$ cat config.mk
export PLATFORM = sky130hd
export DESIGN_NAME = eras_ctrl
export DESIGN_NICKNAME = d
export VERILOG_FILES = /design/src/rtl/eras_pkg.sv /design/src/rtl/eras_ctrl.sv
export SDC_FILE = /design/constraint.sdc
export NUM_CORES = 1
export LEC_CHECK = 0
export ABC_AREA = 1
export BUFFER_PORTS_ARGS = -buffer_cell sky130_fd_sc_hd__clkbuf_2
export CAP_MARGIN = 20
export CORE_ASPECT_RATIO = 1.4
export CORE_MARGIN = 2
export CORE_UTILIZATION = 45
export CTS_BUF_LIST = sky130_fd_sc_hd__clkbuf_4 sky130_fd_sc_hd__clkbuf_8 sky130_fd_sc_hd__clkbuf_16
export CTS_CLUSTER_DIAMETER = 200
export CTS_CLUSTER_SIZE = 25
export DETAILED_ROUTE_END_ITERATION = 8
export HOLD_SLACK_MARGIN = 0.12
export PLACE_DENSITY = 0.81
export SYNTH_ARGS = -nofsm -noshare
export SYNTH_HDL_FRONTEND = slang
export SYNTH_SLANG_ARGS = --single-unit
$ cat constraint.sdc
create_clock -name i_clk -period 2.6 [get_ports i_clk]
set_input_delay 0.39 -clock i_clk [delete_from_list [all_inputs] [get_ports i_clk]]
set_output_delay 0.39 -clock i_clk [all_outputs]
set_load 0.005 [all_outputs]
$ cat src/rtl/eras_pkg.sv
// shared types, widths and codes of the extent table address splitter
package eras_pkg;

    // default table geometry
    localparam int DEVICES_DEF          = 16;
    localparam int FILES_PER_DEVICE_DEF = 16;
    localparam int EXTENTS_PER_FILE_DEF = 8;
    localparam int MAX_PIECES_DEF       = 64;

    // field widths
    localparam int BS_W       = 27;
    localparam int CHUNK_W    = 25;
    localparam int MEMB_W     = 5;
    localparam int CFG_IDX_W  = 2;
    localparam int CFG_DATA_W = 27;
    localparam int DEV_W      = 4;
    localparam int FILE_W     = 4;
    localparam int ENTRY_W    = 3;
    localparam int ADDR_W     = 48;
    localparam int LEN_W      = 40;
    localparam int TAG_W      = 16;
    localparam int STAT_W     = 3;
    localparam int PLEN_W     = 27;

    // internal widths: physical start sum and stripe width; multiplier split and member cap
    localparam int START_W    = ADDR_W + 1;
    localparam int STRIPE_W   = CHUNK_W + 4;
    localparam int MUL_SPLIT  = 25;
    localparam int MEMB_MAX   = 16;

    // register reset values
    localparam logic [BS_W-1:0]    BLOCK_SIZE_RST = BS_W'(4194304);
    localparam logic [CHUNK_W-1:0] CHUNK_RST      = '0;
    localparam logic [MEMB_W-1:0]  MEMBERS_RST    = MEMB_W'(1);

    // configuration register indexes
    localparam logic [CFG_IDX_W-1:0] CFG_BLOCK_SIZE = 2'd0;
    localparam logic [CFG_IDX_W-1:0] CFG_CHUNK_SIZE = 2'd1;
    localparam logic [CFG_IDX_W-1:0] CFG_MEMBERS    = 2'd2;

    // request types
    localparam logic REQ_WRITE     = 1'b0;
    localparam logic REQ_TRANSLATE = 1'b1;

    typedef enum logic [STAT_W-1:0] {
        ST_OK        = 3'd0,
        ST_NOT_FOUND = 3'd1,
        ST_PAST_END  = 3'd2,
        ST_TRUNCATED = 3'd3,
        ST_WRITE_ACK = 3'd4
    } t_status;

    typedef enum logic [2:0] {
        EM_NONE,
        EM_ACK,
        EM_NOT_FOUND,
        EM_PAST,
        EM_PIECE
    } t_emit;

    typedef enum logic {
        DIV_ROW,
        DIV_CHUNK
    } t_div_sel;

    // controller to datapath commands
    typedef struct packed {
        logic     clr;
        logic     capture;
        logic     mem_wr;
        logic     rd_scan;
        logic     rd_next;
        logic     k_inc;
        logic     hit_load;
        logic     calc_a;
        logic     calc_b;
        logic     p2_load;
        logic     span2_load;
        logic     width_load;
        logic     div_start;
        t_div_sel div_sel;
        logic     div_row_save;
        logic     div_chunk_save;
        logic     mul_lo;
        logic     mul_hi;
        logic     mul_sum;
        t_emit    emit;
    } t_cmd;

    // datapath to controller status
    typedef struct packed {
        logic clr_done;
        logic is_write;
        logic key_ok;
        logic k_last;
        logic hit;
        logic rem_left;
        logic next_exists;
        logic rd_valid;
        logic striped;
        logic div_busy;
        logic out_free;
        logic piece_final;
        logic piece_more;
    } t_sts;

endpackage

$ cat src/rtl/eras_ctrl.sv
// controller: sequences clearing, extent writes, slot scan and piece emission
module eras_ctrl (
    input  logic           i_clk,
    input  logic           i_rst_n,
    input  logic           i_valid,
    output logic           o_stall,
    input  eras_pkg::t_sts i_sts,
    output eras_pkg::t_cmd o_cmd
);

    typedef enum logic [4:0] {
        S_CLEAR,
        S_IDLE,
        S_DECODE,
        S_WRITE,
        S_ACK,
        S_NOT_FOUND,
        S_PAST,
        S_SCAN_RD,
        S_SCAN_CHK,
        S_CALC_A,
        S_CALC_B,
        S_SPLIT,
        S_NEXT_RD,
        S_NEXT_CHK,
        S_SPAN,
        S_DIV_ROW,
        S_ROW_WAIT,
        S_DIV_CHUNK,
        S_CHUNK_WAIT,
        S_MUL_LO,
        S_MUL_HI,
        S_MUL_SUM,
        S_PIECE
    } t_state;

    t_state r_state;
    t_state n_state;
    logic   r_stall;

    // next state and command decode
    always_comb begin
        n_state = r_state;
        o_cmd   = '0;
        unique case (r_state)
            S_CLEAR: begin
                o_cmd.clr = 1'b1;
                if (i_sts.clr_done) n_state = S_IDLE;
            end
            S_IDLE: begin
                if (i_valid) begin
                    o_cmd.capture = 1'b1;
                    n_state       = S_DECODE;
                end
            end
            S_DECODE: begin
                if (i_sts.is_write) n_state = S_WRITE;
                else if (!i_sts.key_ok) n_state = S_NOT_FOUND;
                else n_state = S_SCAN_RD;
            end
            S_WRITE: begin
                o_cmd.mem_wr = 1'b1;
                n_state      = S_ACK;
            end
            S_ACK: begin
                if (i_sts.out_free) begin
                    o_cmd.emit = eras_pkg::EM_ACK;
                    n_state    = S_IDLE;
                end
            end
            S_NOT_FOUND: begin
                if (i_sts.out_free) begin
                    o_cmd.emit = eras_pkg::EM_NOT_FOUND;
                    n_state    = S_IDLE;
                end
            end
            S_PAST: begin
                if (i_sts.out_free) begin
                    o_cmd.emit = eras_pkg::EM_PAST;
                    n_state    = S_IDLE;
                end
            end
            S_SCAN_RD: begin
                o_cmd.rd_scan = 1'b1;
                n_state       = S_SCAN_CHK;
            end
            S_SCAN_CHK: begin
                if (i_sts.hit) begin
                    o_cmd.hit_load = 1'b1;
                    n_state        = S_CALC_A;
                end else if (i_sts.k_last) begin
                    n_state = S_NOT_FOUND;
                end else begin
                    o_cmd.k_inc = 1'b1;
                    n_state     = S_SCAN_RD;
                end
            end
            S_CALC_A: begin
                o_cmd.calc_a = 1'b1;
                n_state      = S_CALC_B;
            end
            S_CALC_B: begin
                o_cmd.calc_b = 1'b1;
                n_state      = S_SPLIT;
            end
            S_SPLIT: begin
                if (!i_sts.rem_left) n_state = S_SPAN;
                else if (i_sts.next_exists) n_state = S_NEXT_RD;
                else n_state = S_PAST;
            end
            S_NEXT_RD: begin
                o_cmd.rd_next = 1'b1;
                n_state       = S_NEXT_CHK;
            end
            S_NEXT_CHK: begin
                if (i_sts.rd_valid) begin
                    o_cmd.p2_load = 1'b1;
                    n_state       = S_SPAN;
                end else begin
                    n_state = S_PAST;
                end
            end
            S_SPAN: begin
                if (i_sts.striped) begin
                    o_cmd.width_load = 1'b1;
                    n_state          = S_DIV_ROW;
                end else begin
                    n_state = S_PIECE;
                end
            end
            S_DIV_ROW: begin
                o_cmd.div_start = 1'b1;
                o_cmd.div_sel   = eras_pkg::DIV_ROW;
                n_state         = S_ROW_WAIT;
            end
            S_ROW_WAIT: begin
                if (!i_sts.div_busy) begin
                    o_cmd.div_row_save = 1'b1;
                    n_state            = S_DIV_CHUNK;
                end
            end
            S_DIV_CHUNK: begin
                o_cmd.div_start = 1'b1;
                o_cmd.div_sel   = eras_pkg::DIV_CHUNK;
                n_state         = S_CHUNK_WAIT;
            end
            S_CHUNK_WAIT: begin
                if (!i_sts.div_busy) begin
                    o_cmd.div_chunk_save = 1'b1;
                    n_state              = S_MUL_LO;
                end
            end
            S_MUL_LO: begin
                o_cmd.mul_lo = 1'b1;
                n_state      = S_MUL_HI;
            end
            S_MUL_HI: begin
                o_cmd.mul_hi = 1'b1;
                n_state      = S_MUL_SUM;
            end
            S_MUL_SUM: begin
                o_cmd.mul_sum = 1'b1;
                n_state       = S_PIECE;
            end
            S_PIECE: begin
                if (i_sts.out_free) begin
                    o_cmd.emit = eras_pkg::EM_PIECE;
                    if (i_sts.piece_final) begin
                        n_state = S_IDLE;
                    end else if (!i_sts.piece_more) begin
                        o_cmd.span2_load = 1'b1;
                        n_state          = S_SPAN;
                    end
                end
            end
            default: n_state = S_IDLE;
        endcase
    end

    // state and input stall
    always_ff @(posedge i_clk) begin
        if (!i_rst_n) begin
            r_state <= S_CLEAR;
            r_stall <= 1'b1;
        end else begin
            r_state <= n_state;
            r_stall <= n_state != S_IDLE;
        end
    end

    assign o_stall = r_stall;

endmodule
; Word level (Yosys, flattened, before mapping)
; Index checks and enable logic that the tools add are counted.
[totals]
ff_bits = 6
inputBits = 16
wordCells = 76
[classes]
n_eq_ne = 23
n_mux = 49
n_reduce_logical = 2
[ops]
columns = cell, n
row1 = $pmux W5 S21, 1
row2 = $mux W5, 11
row3 = $eq A5 B4 Y1 const B, 8
row4 = $eq A5 B5 Y1 const B, 7
row5 = $mux W1, 26
row6 = $eq A5 B3 Y1 const B, 4
row7 = $mux W4, 3
row8 = $pmux W3 S4, 1
row9 = $eq A5 B2 Y1 const B, 2
row10 = $mux W2, 5
row11 = $eq A5 B1 Y1 const B, 1
row12 = $logic_not A5 Y1, 1
row13 = $ne A5 B1 Y1 const B, 1
row14 = $pmux W2 S2, 1
row15 = $mux W3, 1
row16 = $reduce_or A3 Y1, 1

; Depth between registers and ports, before layout
; Gate-level depths: netlist (run 1).
[depth]
ltp_word = 5
ltp_mapped = 12
ltp_nobuf = 11

; Worst setup path after synthesis (run 1)
; No wires, ideal clock.
[synth_timing]
path_kind = reg2out
start = register r_state[0]
end = output o_cmd[1] (netlist name)
t_arrival_ns = 1.077
slack_ns = 1.133
path_stages_with_launch = 5
n_path_buf = 1
path_cell_list = dfxtp_1 > buf_4 > inv_1 > nand2_1 > a2111oi_0
[synth_rtl]
columns = element, line_no
row1 = from (decl), eras_ctrl.sv:37  ; t_state r_state;
row2 = from (signal assigned), eras_ctrl.sv:186  ; r_state <= n_state;
row3 = to (decl), eras_ctrl.sv:8  ; output eras_pkg::t_cmd o_cmd

==> results.cfg, run 1 <==
[global_route]
grt_pass1_vias = 1076
grt_overflow = 0
grt_max_degree = 16
grt_pass1_wl_um = 4200
antenna_found_initial = 0
grt_use_total_pct = 26.1

[layout]
final_core_util_pct = 59.9
regArea_um2 = 120
drive_gt1_share_pct = 24.4
finalInstanceArea_um2 = 1070
antenna_cells = 0
fillers = 206
multiInputGateArea_um2 = 566
nets = 231
syn_to_final_growth_pct = 25.3

[sta]
worst_pin_slew_ps = 544
fin_skew_ps = 3.66
rsz0062_at_grt = no
period_minus_slack_ps = 2030
finalCritPeriodShare_pct = 78.1
fmax_mhz = 493
setup_violations = 0
tns_ps = 0
hold_viol = 0
drv_slew = 0
slew_headroom_pct = 63.7

[synth]
synth_nets = 191
synth_warnings = 0
ys_dominant_reg_cell = dfxtp_1
synth.avg_cell_area_um2 = 4.86
synth_top_cell_area_share_pct = 17.6
synth_top_family_by_area = simple AND/OR/NAND/NOR gates
netlist_instances = 175
synth-async-reset-ratio_pct = 0
ys_top_cells_by_count = nand2_1 (40), nor2_1 (40), inv_1 (33), nand3_1 (24), dfxtp_1 (6)
muxShareOfSynthArea_pct = 0
synth_fa_ha_area_share_pct = 0
synth.distinct_cells = 19
yosys.area_share.simple_pct = 59.9
synth.area.top_cells = nand2_1 (18%), nor2_1 (18%), inv_1 (15%), dfxtp_1 (14%), nand3_1 (14%)
synth_top_cell_by_area = nand2_1
synth_xor_area_share_pct = 0
synth_compound_area_share_pct = 6.62
synth-seq-cells = 6
synth_edf_count = 0
syn_area_um2 = 851
ys_seq_area_share_pct = 14.1

[setup_path]
r2r_slack_ps = 870
crit_path_start_kind = register
reg2reg_from = r_state[4]$_SDFF_PN0_
cp.arrival_ps = 1640
timing.critical_path.from = r_state[0]$_SDFF_PN0_
worstSetupEndpointType = primary output
required_ps = 2210
r2r.worst_path.cells = 9
reg2reg_to = o_stall$_SDFF_PN1_
path_max_fanout = 9
critical_path_class = register to primary output

[floorplanning]
placementRows = 18
ioPinCount = 39
die_y_um = 55.5
fp.coreArea_um2 = 1780
die_area_um2 = 2260
die_w_um = 40.8
start_util_pct = 47.8

[cts]
clk_path_buf_depth = 2
cts_hold_buf = 0
clk_pin_slew_ps = 40
cts_resized = 0
postCtsSetupRepairBufs = 0
cts_buffers = 3
h-tree-depth = 1
cts.sinks = 6
cts_root_buf = clkbuf_4
clk_latency_ps = 250
tritoncts = yes

[power]
vdd_drop_max_mv = 0.376
p_leak_nw = 0.782
power_density_nw_per_um2 = 436

[detailed_routing]
final_antenna_net_count = 0
viasPerCell = 5.26
drc = 0
drt_iter0_drc = 41
routed_wl_um = 2710
wire_per_inst_um = 11.6
dr.pass1.iters = 4
vias = 1226

[placement]
place_hpwl_um = 2290
gp_congestion = 0.944
port_buffers = 38
placed_cell_area_um2 = 1040

[min_path]
hold_end = r_state[2]$_SDFF_PN0_
hold-path-cell-count = 3
min_path_type = input port to register
hp-start = i_rst_n

[flow_run]
drv_cap = 0

[status]
status = completed
[cell type report]
class                   count  area share [%]
flip-flops and latches      6            11.3
clock buffers               3            2.11
well taps                  20            2.35
inverters                  38            13.4
repair buffers             38            17.8
multi-input cells         128            53.1
[critical path, stage by stage (launching register included)]
cell and delay, ps:
dfxtp_1 390, inv_1 210, nand2_1 110, a2111oi_0 480
clkbuf_2 200
[through the flow]
stage,setup slack (ps),power [mW],instances,hold WS [ps]
2_1_floorplan,1130,0.305,175,488
3_3_place_gp,905,0.373,230,611
3_5_place_dp,914,0.371,230,616
4_1_cts,631,0.459,233,362
5_1_grt,467,0.508,233,387
6_report,571,0.464,233,364
[power breakdown]
part | internal (mW) | switching (mW)
registers | 0.110 | 0.0291
clock network | 0.0522 | 0.0336
logic | 0.0800 | 0.159
total | 0.243 | 0.222
[layout by cell type, fill, tap and decap left out, types with 3 or more instances in the layout]
master / Yosys / layout
nand2_1: 40 / 40
nor2_1: 40 / 40
clkbuf_2: 0 / 38
inv_1: 33 / 33
nand3_1: 24 / 24
dfxtp_1: 6 / 6
inv_2: 5 / 5
nor2_2: 5 / 5
nor3_1: 4 / 4
o21ai_0: 4 / 4
nand4_1: 3 / 3
clkbuf_4: 0 / 3
[worst max path at each step]
stage | endpoint | slack (ps)
4_1_cts | o_cmd[1] | 630
5_1_grt | o_cmd[1] | 470
3_3_place_gp | o_cmd[1] | 910
3_5_place_dp | o_cmd[1] | 910
6_report | o_cmd[1] | 570
2_1_floorplan | o_cmd[1] | 1130
[sequential cells by signal, indices dropped and copies added (netlist names)]
register / flops
r_state: 5
o_stall: 1
[routing by layer]
layer / vias to the layer above / wire length [µm] / track usage (%)
met4: 0 / 164 / 16.7
li1: 621 / - / -
met5: - / 0 / 0
met1: 517 / 1030 / 29.1
met3: 16 / 212 / 2.01
met2: 72 / 1310 / 43.3
[cells by family (layout without fill, tap and decap cells)]
kind of cell	Yosys count	after routing
and+or+nand+nor	119	119
buffers and inverters	41	79
AOI/OAI and AO/OA	9	9
DFF	6	6
(Power assumes the default switching activity.)
==> inputs of run 2 (changes only) <==
Settings changed: CORE_UTILIZATION 45 to 42, PLACE_DENSITY 0.81 to 0.8.
Clock period 2.6 ns to 1.8 ns, I/O delays scaled along.
==> run 2 against run 1 <==
Die area is 6.5% higher. Routed wire length is 3.6% higher. Total power is 45% higher. Register-to-register slack worse by 680 ps. Worst setup slack worse by 470 ps. Clock power is 41% higher. Hold slack worse by 120 ps. Critical path depth stayed put. Largest cell class unchanged.
==> results.cfg, run 2 (synthesis gave the netlist of run 1 again) <==
[detailed_routing]
viasPerCell = 5.27
drc = 0
dr.pass1.iters = 4
wire_per_inst_um = 12.0
vias = 1233
drt_iter0_drc = 38
routed_wl_um = 2810
final_antenna_net_count = 0

[setup_path]
crit_chain = nor2_1 -> nand3_1 -> nor2_1 -> clkbuf_2
crit_family = simple AND/OR/NAND/NOR gates
r2r.worst_path.cells = 9
crit_path_start_kind = register
worstSetupEndpointType = primary output
r2r_slack_ps = 190
critical_path_class = register to primary output
cp.arrival_ps = 1430
crit_cells = 4
worstPathBufferInverterCount = 1
path_max_fanout = 9
worst_path_max_delay_cell = dfxtp_2
cpPeakStageDelay_ps = 370
required_ps = 1530
crit_top_cell = nor2_1

[cts]
clk_latency_ps = 240
postCtsSetupRepairBufs = 0
cts_root_buf = clkbuf_4
tritoncts = yes
cts_buffers = 3
cts.sinks = 6
clk_pin_slew_ps = 40
h-tree-depth = 1
clk_path_buf_depth = 2

[global_route]
grt_overflow = 0
antenna_found_initial = 0
grt_max_degree = 16
grt_pass1_vias = 1102
grt_use_total_pct = 24.4
grt_pass1_wl_um = 4540

[min_path]
hold-path-cell-count = 3
min_path_type = input port to register

[placement]
port_buffers = 38
gp_congestion = 0.979
place_hpwl_um = 2390
placed_cell_area_um2 = 1040
place_inst = 231

[power]
p_comb_share_pct = 51.0
p_clk_share_pct = 18.0
power.share.switching_pct = 47.2
vdd_drop_max_mv = 0.467
p_leak_nw = 0.785
switchingPower_uw = 317
pwr-share-seq_pct = 31.0
p_int_uw = 355
power_density_nw_per_um2 = 618

[layout]
fin_cells = 234
drive_gt1_share_pct = 27.7
regArea_um2 = 125
multiInputGateArea_um2 = 582
syn_to_final_growth_pct = 27.9
final_cell_mix = nand2_1 (40), nor2_1 (40), clkbuf_2 (38)
largest_reg_flops = 5
antenna_cells = 0
fillers = 222
finalInstanceArea_um2 = 1090
nets = 231
regMostFlops = r_state

[floorplanning]
die_w_um = 42.0
fp.coreArea_um2 = 1950
placementRows = 19
ioPinCount = 39
start_util_pct = 43.6
die_area_um2 = 2410
die_y_um = 57.3

[sta]
slew_headroom_pct = 76.8
fin_skew_ps = 0.304
whs_ps = 248
setup_violations = 0
hold_viol = 0
drv_slew = 0
period_minus_slack_ps = 1700
finalCritPeriodShare_pct = 94.5
fmax_mhz = 588
rsz0062_at_grt = no
worst_pin_slew_ps = 346
tns_ps = 0

[status]
status = completed

[flow_run]
drv_cap = 0
==> run 2: per-layer routing <==
metal	global-route usage (%)	routed length, µm
met1	26.7	1020
met3	2.53	190
met2	43.8	1480
met4	16.5	123
met5	0	0
==> run 2: cell type report <==
class	instances	area share, %
multi-input cells	128	53.4
repair buffers	38	17.5
inverters	38	13.1
flip-flops and latches	6	11.5
well taps	21	2.41
clock buffers	3	2.07
==> run 2: final timing paths <==
| path | startpoint | endpoint |
|---|---|---|
| worst min-delay path | i_rst_n | r_state[2]$_SDFF_PN0_ |
| worst max-delay path | r_state[0]$_SDFF_PN0_ | o_cmd[15] |
| worst min register to register | r_state[1]$_SDFF_PN0_ | o_stall$_SDFF_PN1_ |
| worst max register to register | r_state[1]$_SDFF_PN0_ | o_stall$_SDFF_PN1_ |
==> run 2: metrics by stage <==
step / setup slack [ps] / utilization (%) / total power [mW]
after CTS: 1.83 / 54.9 / 0.660
final: 98.1 / 55.8 / 0.673
after global placement: 34.2 / 53.6 / 0.541
after global routing: 0.199 / 55.8 / 0.738
after detailed placement: 22.0 / 53.6 / 0.535
after floorplan: 445 / - / 0.440
==> run 2: timing repair <==
action | CTS | global route
hold buffers | 0 | 0
gates resized for setup | 2 | 7
setup endpoints to repair | 3 | 13
endpoints found under the hold margin | 0 | 0
==> run 2: worst reg2reg max path: cells and delay by family (launching register included) <==
| kind | cells | cell delay [ps] |
|---|---|---|
| AND/OR/NAND/NOR | 7 | 880 |
| flip-flops | 1 | 430 |
| buffers and inverters | 2 | 190 |
==> run 2: power groups by stage <==
stage | logic (mW) | registers [mW] | clock network (mW)
floorplan | 0.268 | 0.172 | 0
global placement | 0.336 | 0.205 | 0
detailed placement | 0.332 | 0.203 | 0
CTS | 0.334 | 0.201 | 0.126
global route | 0.396 | 0.212 | 0.130
finish | 0.343 | 0.209 | 0.121
==> inputs of run 3 (changes only) <==
Settings changed: GPL_TIMING_DRIVEN set to 0, SETUP_SLACK_MARGIN set to 0.1.
==> run 3 against run 2 <==
First-iteration DRC count down 5.3%. Hold slack worse by 4.5 ps. Critical path depth up 1. Non-clock buffer count up 3. Combinational power up 20%. Global-route usage down 2.5 points. Fmax up 3.1%. Via count down 2.7%. Critical endpoint is now o_cmd[1]. Worst setup slack better by 51 ps. Largest power group unchanged.
==> results.cfg, run 3 (synthesis gave the netlist of run 1 again) <==
[setup_path]
r2r.worst_path.cells = 10
worstSetupEndpointType = primary output
path_max_fanout = 9
reg2reg_from = r_state[1]$_SDFF_PN0_
cp.arrival_ps = 1380
crit_path_start_kind = register
critical_path_class = register to primary output
r2r_slack_ps = 270
required_ps = 1530
reg2reg_to = o_stall$_SDFF_PN1_

[sta]
finalCritPeriodShare_pct = 91.7
whs_ps = 244
finalWorstSetupSlack_ps = 149
slew_headroom_pct = 80.7
worst_pin_slew_ps = 288
period_minus_slack_ps = 1650
drv_slew = 0
hold_viol = 0
fin_skew_ps = 0.987
rsz0062_at_grt = yes
fmax_mhz = 606
setup_violations = 0
tns_ps = 0

[power]
vdd_drop_max_mv = 0.656
power_density_nw_per_um2 = 623
p_leak_nw = 0.806

[floorplanning]
fp.coreArea_um2 = 1950
die_y_um = 57.3
die_area_um2 = 2410
die_w_um = 42.0
start_util_pct = 43.6
placementRows = 19
ioPinCount = 39

[cts]
clk_pin_slew_ps = 40
postCtsSetupRepairBufs = 0
clk_path_buf_depth = 2
cts.sinks = 6
cts_root_buf = clkbuf_4
tritoncts = yes
h-tree-depth = 1
cts_buffers = 3
clk_latency_ps = 240

[min_path]
hold_end = r_state[2]$_SDFF_PN0_
min_path_type = input port to register
hp-start = i_rst_n
hold-path-cell-count = 3

[detailed_routing]
dr.pass1.iters = 4
final_antenna_net_count = 0
routed_wl_um = 2560
drt_iter0_drc = 36
viasPerCell = 5.06
vias = 1200
wire_per_inst_um = 10.8
drc = 0

[layout]
largest_reg_flops = 5
drive_gt1_share_pct = 30.6
antenna_cells = 0
final_common_cell = nand2_1
multiInputGateArea_um2 = 604
fillers = 224
regArea_um2 = 124
syn_to_final_growth_pct = 33.4
final_core_util_pct = 58.2
nets = 234
final_cell_mix = nand2_1 (38), nor2_1 (37), clkbuf_2 (37)
regMostFlops = r_state

[global_route]
antenna_found_initial = 0
grt_overflow = 0
grt_use_total_pct = 21.9
grt_pass1_vias = 1053
grt_max_degree = 11
grt_pass1_wl_um = 4150

[placement]
dp_slack_ps = 153
gp_congestion = 0.982
port_buffers = 38
place_hpwl_um = 2160

[flow_run]
drv_cap = 0

[status]
status = completed
-- run 3: cell types whose count changed in the layout (fill, tap and decap cells not counted), sizes merged --
cell / change
clkbuf: -1
buf: +4
-- run 3: worst max-delay path by stage --
stage	startpoint	end	slack [ps]	depth (start not counted)
global route	r_state[1]$_SDFF_PN0_	o_stall$_SDFF_PN1_	50	12
finish	r_state[0]$_SDFF_PN0_	o_cmd[1]	150	5
CTS	r_state[1]$_SDFF_PN0_	o_cmd[1]	90	5
floorplan	r_state[0]$_SDFF_PN0_	o_stall$_SDFF_PN1_	450	11
detailed placement	r_state[1]$_SDFF_PN0_	o_stall$_SDFF_PN1_	150	10
global placement	r_state[1]$_SDFF_PN0_	o_stall$_SDFF_PN1_	130	10
-- run 3: layer usage --
metal | vias up | part of all wire (%) | global-route usage [%]
li1 | 625 | - | -
met1 | 520 | 39 | 25.2
met2 | 47 | 52 | 38.8
met3 | 8 | 6.0 | 0.316
met4 | 0 | 3.0 | 15.2
met5 | - | 0 | 0
-- run 3: worst max-delay path, stage by stage (launching register included) --
cell,delay (ps)
dfxtp_1,300
buf_4,170
inv_4,90
nand2_2,80
a2111oi_2,330
buf_2,160
-- run 3: repair_timing --
action | CTS | global route
setup endpoints to repair | 4 | 14
pin swaps | 0 | 2
resized for setup | 4 | 13
cloned | 0 | 0
hold buffers | 0 | 0
-- run 3: layout make-up --
type                       instances  share of cell area (%)
inverter                          38                    12.8
sequential                         6                    10.9
clock buffer                       3                    1.98
tap                               21                    2.32
buffer                             3                    1.98
multi-input combinational        128                    53.3
timing repair buffer              38                    16.8
-- run 3: stage by stage --
step / instance area (µm²) / cells / power, mW
global placement: 1070 / 234 / 0.549
detailed placement: 1070 / 234 / 0.553
global route: 1130 / 237 / 0.770
floorplan: 851 / 175 / 0.440
CTS: 1100 / 237 / 0.686
finish: 1130 / 237 / 0.707
-- run 3: report_power, final --
part           switching [mW]  leakage, nW  internal (mW)
combinational           0.270        0.742          0.142
sequential             0.0128       0.0506          0.160
clock                  0.0463       0.0138         0.0753
total                   0.329        0.806          0.377
